$ cat config.mk
export PLATFORM = sky130hd
export DESIGN_NAME = bcx_ctrl
export DESIGN_NICKNAME = d
export VERILOG_FILES = /design/src/hw/rtl/bcx_pkg.sv /design/src/hw/rtl/bcx_ctrl.sv
export SDC_FILE = /design/constraint.sdc
export NUM_CORES = 1
export LEC_CHECK = 0
export ABC_AREA = 1
export BUFFER_PORTS_ARGS = -buffer_cell sky130_fd_sc_hd__clkbuf_2
export CAP_MARGIN = 30
export CORE_AREA = 2 2 39 41
export CTS_CLUSTER_SIZE = 30
export DETAILED_ROUTE_END_ITERATION = 10
export DIE_AREA = 0 0 41 43
export GPL_TIMING_DRIVEN = 1
export HOLD_SLACK_MARGIN = 0.05
export PLACE_DENSITY = 0.52
export SETUP_SLACK_MARGIN = 0.05
export SKIP_LAST_GASP = 1
export SYNTH_ARGS = -nofsm -noshare
export SYNTH_HDL_FRONTEND = slang
export SYNTH_SLANG_ARGS = --single-unit
$ cat constraint.sdc
create_clock -name clk -period 1.09 [get_ports clk]
set_input_delay 0.1635 -clock clk [delete_from_list [all_inputs] [get_ports clk]]
set_output_delay 0.1635 -clock clk [all_outputs]
set_load 0.01 [all_outputs]
$ cat src/hw/rtl/bcx_pkg.sv
// Package for the bytecode execute block: sizes, opcodes, fault codes and
// the command/status structs between controller and datapath.
// No dependencies.
`timescale 1ns / 1ps
package bcx_pkg;

  localparam int MemDepthDef   = 256;
  localparam int StackDepthDef = 1024;
  localparam int PcWidthDef    = 16;

  localparam logic [3:0] OP_LOAD  = 4'd0;
  localparam logic [3:0] OP_STORE = 4'd1;
  localparam logic [3:0] OP_CALL  = 4'd2;
  localparam logic [3:0] OP_STACK = 4'd3;
  localparam logic [3:0] OP_ADD   = 4'd4;
  localparam logic [3:0] OP_SUB   = 4'd5;
  localparam logic [3:0] OP_MUL   = 4'd6;
  localparam logic [3:0] OP_DIV   = 4'd7;
  localparam logic [3:0] OP_MOD   = 4'd8;
  localparam logic [3:0] OP_CMP   = 4'd9;
  localparam logic [3:0] OP_JUMP  = 4'd10;
  localparam logic [3:0] OP_INC   = 4'd11;

  localparam logic [1:0] FAULT_NONE  = 2'd0;
  localparam logic [1:0] FAULT_OVER  = 2'd1;
  localparam logic [1:0] FAULT_UNDER = 2'd2;
  localparam logic [1:0] FAULT_DIV0  = 2'd3;

  // Controller to datapath
  typedef struct packed {
    logic capture;   // latch incoming item
    logic step;      // execute latched item (first execute cycle)
    logic div_run;   // run one divider step
    logic mul_run;   // run one multiplier partial product
    logic commit;    // write back and form the result
  } bcx_cmd_t;

  // Datapath to controller
  typedef struct packed {
    logic is_div;    // item needs the divider
    logic is_mul;    // item needs the multiplier
    logic div_done;
    logic mul_done;
  } bcx_stat_t;

endpackage

$ cat src/hw/rtl/bcx_ctrl.sv
// Controller for the bytecode execute block: sequences capture, execute,
// multi-cycle arithmetic, commit and the output handshake.
// Depends on bcx_pkg.
`timescale 1ns / 1ps
module bcx_ctrl (
  input  logic               clk,
  input  logic               rst_n,
  input  logic               in_valid,
  output logic               in_stall,
  input  logic               out_stall,
  output logic               out_valid,
  input  bcx_pkg::bcx_stat_t stat,
  output bcx_pkg::bcx_cmd_t  cmd
);

  typedef enum logic [2:0] {S_IDLE, S_DEC, S_DIV, S_MUL, S_FIN} state_t;

  state_t state_r, state_nxt;
  logic   out_valid_r, out_valid_nxt;

  // Accept when idle and no result is waiting, or the waiting one is taken now
  assign in_stall  = !(state_r == S_IDLE && (!out_valid_r || !out_stall));
  assign out_valid = out_valid_r;

  always_comb begin
    state_nxt     = state_r;
    out_valid_nxt = out_valid_r && out_stall;
    cmd           = '0;
    case (state_r)
      S_IDLE: begin
        if (in_valid && !in_stall) begin
          cmd.capture = 1'b1;
          state_nxt   = S_DEC;
        end
      end
      S_DEC: begin
        cmd.step = 1'b1;
        if (stat.is_div) state_nxt = S_DIV;
        else if (stat.is_mul) state_nxt = S_MUL;
        else state_nxt = S_FIN;
      end
      S_DIV: begin
        cmd.div_run = 1'b1;
        if (stat.div_done) state_nxt = S_FIN;
      end
      S_MUL: begin
        cmd.mul_run = 1'b1;
        if (stat.mul_done) state_nxt = S_FIN;
      end
      S_FIN: begin
        // Output is free here: nothing new was accepted while a result waited
        if (!out_valid_r || !out_stall) begin
          cmd.commit    = 1'b1;
          out_valid_nxt = 1'b1;
          state_nxt     = S_IDLE;
        end
      end
      default: state_nxt = S_IDLE;
    endcase
  end

  // Hold state and output valid
  always_ff @(posedge clk) begin
    if (!rst_n) begin
      state_r     <= S_IDLE;
      out_valid_r <= 1'b0;
    end else begin
      state_r     <= state_nxt;
      out_valid_r <= out_valid_nxt;
    end
  end

endmodule

==> results by group, run 1 <==
Outcome
  • Outcome: finished with violations
  • Failing checks: negative setup slack

Setup path
  • Slowest CP cell: dfxtp_4
  • Arrival @ worst endpoint: 1.07 ns
  • Cell mode on critical path: nand2_2
  • Worst r2r dst: state_r[0]$_SDFFE_PN0P_
  • Crit Path Category: flop to output pin
  • Worst path max stage delay: 0.35 ns
  • Crit path cell chain: nor2_4 -> nand2_2 -> inv_2 -> nand2_2 -> nor2_2 -> buf_2
  • Max FO, Critical Path: 5
  • Required time worst endpoint: 0.93 ns
  • Reg-to-reg setup timing slack: -0.12 ns
  • Worst reg2reg path depth: 7
  • CP Launch Type: flop
  • R2R Path Start: state_r[0]$_SDFFE_PN0P_
  • Crit. End Element: output pin

Synth
  • Synth area leader: dfxtp_1
  • Register area share after synthesis: 27.0%
  • Synth top area share: 27.0%
  • Mapped Nets: 55
  • Cells after Synth: 47
  • Flops & latches, synth: 4
  • Synthesized cell area: 297 sq um
  • Synth area leaders: dfxtp_1 27%, inv_1 15%, nor2_2 8.4%
  • Number of synthesis warnings: 0
  • Synth unique cells: 16
  • Mean Syn Cell Area: 6.31 sq um

Floorplanning
  • Std-Cell Rows: 14
  • Chip height: 43 um
  • # IOs: 15
  • Core area: 1380 sq um
  • Die X: 41 um
  • Die area: 1760 sq um
  • Initial Util: 21.4%

Clock network
  • Clock sink total: 4
  • TritonCTS buffer count: 3
  • Root buf cell: clkbuf_4
  • CTS tree: yes
  • Bufs on Longest Clock Path: 2
  • H-tree level count: 1
  • Clock-pin transition on the worst setup and hold timing paths: 0.04 ns
  • Clock latency on the worst-skew pair: 0.24 ns

Placed design
  • Buffers on Ports: 14
  • Placed cell count: 78
  • Post-DP HPWL: 525 um
  • Gpl congestion: 0.682

STA
  • Final setup skew: 0.00955 ns
  • Final period utilization: 113%
  • Unrepaired setup endpoints after global routing: yes
  • Worst-Margin Slew: 0.246 ns
  • Max Clock Freq: 0.812 GHz
  • Endpoints failing setup: 7
  • Final setup margin: -0.141 ns
  • Worst slew margin: 83.4%
  • Final Max Tran Viols: 0
  • TNS Setup: -0.569 ns
  • Final Hold Fails: 0
  • Period minus WS final: 1.23 ns

Cells and area
  • Most common cell after layout, fill and taps aside: inv_1
  • Synthesis-to-finish area growth: 86.9%
  • Most frequent cells in the layout: 9 x inv_1, 8 x clkbuf_2, 8 x buf_4
  • Nets: 83
  • Fillers: 153
  • N_diodes: 0
  • Multi-input logic area: 228 sq um
  • Seq. cell area: 91.3 sq um
  • Fraction of layout cells with a size suffix above 1: 69.9%
  • Non-filler cells, final: 89

Detailed routing
  • Final wirelength: 745 um
  • Routed vias/inst: 4.13
  • DRC errors left: 0
  • DR WL/cell: 8.37 um
  • Final ANT Viol Nets: 0
  • DR iter-0 viols: 0
  • Vias: 368
  • First-pass DRT Iterations: 1

Worst hold path
  • Hold Path End: state_r[1]$_SDFFE_PN0P_
  • Min-delay worst type: primary input to flop
  • Min-delay src: rst_n
  • Worst hold stages: 3

Global route
  • Overall Global Routing Usage: 9.04%
  • GRT overflow: 0
  • Antenna violations before repair: 0
  • Largest net degree at the start of global routing: 7
  • First-pass GRT wire length: 1080 um
  • Vias in the first global route: 305

Job
  • Max-cap violations: 0

Power
  • Power Density: 2210 nW/um^2
  • Tot Pwr: 1.23 mW
  • Peak supply drop: 0.856 mV
  • Pleak: 0.300 nW
[synth_stat cells, drive strengths merged]
| master | count |
|---|---|
| or2 | 1 |
| nand3 | 3 |
| nand3b | 1 |
| dfxtp | 4 |
| nand2 | 9 |
| o21ai | 3 |
| and2 | 1 |
| a21oi | 3 |
| inv | 12 |
| nor2 | 10 |
[layout make-up]
type | count | share of cell area, %
repair buffers | 23 | 26.6
multi-input cells | 31 | 41.1
flip-flops and latches | 4 | 16.5
inverters | 12 | 8.13
well taps | 16 | 3.61
clock buffers | 3 | 4.06
[stage by stage]
| stage | hold slack, ns | setup WS (ns) | instance area (sq um) | util (%) |
|---|---|---|---|---|
| after floorplan | 0.268 | 0.0459 | 302 | - |
| after global placement | 0.401 | 0.00889 | 399 | 28.8 |
| after detailed placement | 0.405 | 0.00496 | 399 | 28.8 |
| after CTS | 0.161 | -0.178 | 475 | 34.4 |
| after global routing | 0.154 | -0.191 | 554 | 40.1 |
| final | 0.149 | -0.141 | 554 | 40.1 |
[logic make-up (layout without fill, tap and decap cells)]
kind of cell | count (synthesis) | after routing | share of synthesized area, %
flops | 4 | 4 | 27.0
compound gates | 6 | 6 | 11.4
buf+inv | 12 | 38 | 15.2
simple gates | 25 | 25 | 46.4
[worst max-delay path by stage]
stage	end	depth (start not counted)	start
global route	cmd[4]	6	state_r[1]$_SDFFE_PN0P_
detailed placement	cmd[4]	6	state_r[0]$_SDFFE_PN0P_
global placement	state_r[0]$_SDFFE_PN0P_	6	state_r[0]$_SDFFE_PN0P_
finish	cmd[4]	6	state_r[0]$_SDFFE_PN0P_
CTS	cmd[4]	6	state_r[1]$_SDFFE_PN0P_
floorplan	state_r[0]$_SDFFE_PN0P_	7	state_r[0]$_SDFFE_PN0P_
[power by group]
| group | leakage, nW | internal, mW | switching (mW) | total [mW] |
|---|---|---|---|---|
| registers | 0.0348 | 0.205 | 0.0679 | 0.273 |
| logic | 0.251 | 0.400 | 0.370 | 0.770 |
| clock network | 0.0138 | 0.123 | 0.0611 | 0.184 |
[worst max-delay path, delay by kind of cell, from the launching register on]
family | cells | cell delay [ns]
buf+inv | 2 | 0.18
flops | 1 | 0.35
simple gates | 4 | 0.31
[flip-flops by register name, summed over array words and instances (netlist names)]
signal,count
out_valid,1
state_r,3
[timing repair]
action                                  CTS  global route
buffers inserted                          5             3
endpoints found under the setup margin    9             9
gates cloned                              0             0
hold endpoints to repair                  0             0
hold buffers                              0             0
pin swaps                                 6             7
resized for setup                         8            20
[layer usage]
layer  track usage, %  up-vias  share of wire, %  wire length (um)
li1                 -      194                 -                 -
met1             10.6      164                38               285
met2             14.1        8                55               412
met3             1.57        2               4.3                32
met4             6.00        0               1.9                14
met5                0        -                 0                 0
No activity file was read; power rests on OpenSTA's default activity.
==> run 2, diff against run 1 <==
Settings changed: SETUP_SLACK_MARGIN 0.05 to 0.15.
==> run 2 against run 1 <==
Against the previous run:
- the flow still finishes with violations (negative setup slack)
- sequential power about the same
- sequential share of layout area increased by 0.89 points
- combinational power decreased by 8.1%
- total power decreased by 5.6%
- global-route usage increased by 0.79 points
- routed wire length decreased by 11%
- critical path depth unchanged
- critical endpoint unchanged
- utilization decreased by 1.5 points
- register-to-register slack improved by 0.06 ns
- critical path type unchanged
- final cell count decreased by 2.2%
- sequential cell count unchanged
- clock power decreased by 5%
==> results by group, run 2 (synthesis results as in run 1) <==
Outcome
  • Outcome: finished with violations (unchanged)
  • Failing checks: negative setup slack (unchanged)

Setup path
  • CP Launch Type: flop (unchanged)
  • Crit path cell chain: nor2_4 -> nand2_2 -> inv_2 -> nand2_2 -> nor2_2 -> buf_2 (unchanged)
  • Cell mode on critical path: nand2_2 (unchanged)
  • Crit Path Category: flop to output pin (unchanged)
  • Slowest CP cell: dfxtp_4 (unchanged)
  • Crit. End Element: output pin (unchanged)
  • Max FO, Critical Path: 4 (was 5)
  • Required time worst endpoint: 0.93 ns (about the same)
  • CP delay by family, top: flip-flops (unchanged)
  • CP bufs+invs: 2 (unchanged)
  • Arrival @ worst endpoint: 1.07 ns (about the same)
  • Worst path max stage delay: 0.35 ns (about the same)

Floorplanning
  • Die area: 1760 sq um (unchanged)
  • Initial Util: 21.4% (unchanged)
  • Chip height: 43 um (unchanged)
  • Die X: 41 um (unchanged)
  • Std-Cell Rows: 14 (unchanged)
  • # IOs: 15 (unchanged)
  • Core area: 1380 sq um (unchanged)

Global route
  • Overall Global Routing Usage: 9.83% (was 9.04%)
  • GRT overflow: 0 (unchanged)
  • Largest net degree at the start of global routing: 7 (unchanged)
  • Vias in the first global route: 305 (unchanged)
  • Antenna violations before repair: 0 (unchanged)
  • First-pass GRT wire length: 1060 um (was 1080 um)

Cells and area
  • Non-filler cells, final: 87 (was 89)
  • N_diodes: 0 (unchanged)
  • Most common cell after layout, fill and taps aside: inv_1 (unchanged)
  • Synthesis-to-finish area growth: 79.7% (was 86.9%)
  • Biggest register: state_r (unchanged)
  • Fraction of layout cells with a size suffix above 1: 71.8% (was 69.9%)
  • Nets: 81 (was 83)
  • Number of flip-flops in the largest register: 3 (unchanged)
  • Fillers: 152 (was 153)
  • Fin util: 38.5% (was 40.1%)
  • Most frequent cells in the layout: 9 x inv_1, 8 x clkbuf_2, 7 x buf_4 (was 9 x inv_1, 8 x clkbuf_2, 8 x buf_4)
  • Post-route cell area: 533 sq um (was 554 sq um)

Placed design
  • Post-DP Area: 400 sq um (was 399 sq um)
  • Post-DP HPWL: 528 um (was 525 um)
  • Placed cell count: 78 (unchanged)
  • Buffers on Ports: 14 (unchanged)
  • Gpl congestion: 0.715 (was 0.682)

Clock network
  • Clock latency on the worst-skew pair: 0.23 ns (was 0.24 ns)
  • Root buf cell: clkbuf_4 (unchanged)
  • H-tree level count: 1 (unchanged)
  • Clock sink total: 4 (unchanged)
  • Bufs on Longest Clock Path: 2 (unchanged)
  • Clock-pin transition on the worst setup and hold timing paths: 0.03 ns (was 0.04 ns)
  • CTS tree: yes (unchanged)
  • TritonCTS buffer count: 3 (unchanged)
  • Hold-fix buffers at CTS: 0 (unchanged)

Detailed routing
  • Final ANT Viol Nets: 0 (unchanged)
  • Vias: 342 (was 368)
  • DRC errors left: 0 (unchanged)
  • DR WL/cell: 7.59 um (was 8.37 um)
  • DR iter-0 viols: 0 (unchanged)
  • Final wirelength: 660 um (was 745 um)
  • First-pass DRT Iterations: 1 (unchanged)
  • Routed vias/inst: 3.93 (was 4.13)

STA
  • Final setup skew: 0.00179 ns (was 0.00955 ns)
  • Worst-Margin Slew: 0.242 ns (was 0.246 ns)
  • Final Hold Fails: 0 (unchanged)
  • Endpoints failing setup: 8 (was 7)
  • Max Clock Freq: 0.809 GHz (was 0.812 GHz)
  • Final Max Tran Viols: 0 (unchanged)
  • WHS: 0.162 ns (was 0.149 ns)
  • Worst slew margin: 83.7% (was 83.4%)
  • TNS Setup: -0.568 ns (was -0.569 ns)
  • Final setup margin: -0.147 ns (was -0.141 ns)
  • Unrepaired setup endpoints after global routing: yes (unchanged)
  • Period minus WS final: 1.24 ns (was 1.23 ns)
  • Final period utilization: 113% (about the same)

Job
  • Max-cap violations: 0 (unchanged)

Power
  • Peak supply drop: 0.702 mV (was 0.856 mV)
  • Pleak: 0.289 nW (was 0.300 nW)
  • Power Density: 2170 nW/um^2 (was 2210 nW/um^2)

Worst hold path
  • Min-delay worst type: primary input to flop (unchanged)
[run 2: cell count changes in the layout (fill, tap and decap cells not counted), sizes merged]
| cell | delta |
|---|---|
| buf | -2 |
[run 2: final cells by class]
cell class / instances / area, sq um / share of cell area [%]
Clock buffer: 3 / 22.5 / 4.23
Inverter: 12 / 47.5 / 8.92
Multi-Input combinational cell: 31 / 221 / 41.5
Sequential cell: 4 / 92.6 / 17.4
Tap cell: 16 / 20.0 / 3.76
Timing Repair Buffer: 21 / 129 / 24.2
[run 2: worst min-delay path, cell delays in order]
cell,delay (ns)
clkbuf_2,0.11
o21ai_2,0.05
inv_1,0.03
[run 2: final timing paths]
check / startpoint / end / slack, ns / depth (start not counted)
max reg2reg: state_r[0]$_SDFFE_PN0P_ / state_r[0]$_SDFFE_PN0P_ / -0.06 / 7
min: rst_n / state_r[1]$_SDFFE_PN0P_ / 0.16 / 3
min reg2reg: state_r[0]$_SDFFE_PN0P_ / state_r[0]$_SDFFE_PN0P_ / 0.52 / 2
max: state_r[0]$_SDFFE_PN0P_ / cmd[4] / -0.15 / 6
[run 2: metal layers]
layer | vias to the layer above | GRT usage [%] | part of all wire (%)
met5 | - | 0 | 0
met3 | 2 | 4.71 | 5.3
met1 | 145 | 8.97 | 41
li1 | 189 | - | -
met2 | 6 | 13.4 | 51
met4 | 0 | 12.0 | 2.3
[run 2: report_power, final]
group          total (mW)  internal, mW  switching (mW)
combinational       0.708         0.365           0.343
sequential          0.275         0.206          0.0692
clock               0.175         0.123          0.0523
[run 2: per-stage QoR]
stage | setup WS, ns | total power, mW
2_1_floorplan | 0.0459 | 0.549
3_3_place_gp | 0.00652 | 0.721
3_5_place_dp | -0.00888 | 0.722
4_1_cts | -0.162 | 1.04
5_1_grt | -0.217 | 1.27
6_report | -0.147 | 1.16
[run 2: timing repair]
action                                 CTS  global route
resized for setup                       10            18
setup endpoints to repair                9            10
pin swaps                                3            10
endpoints found under the hold margin    0             0
buffers inserted                         3             3
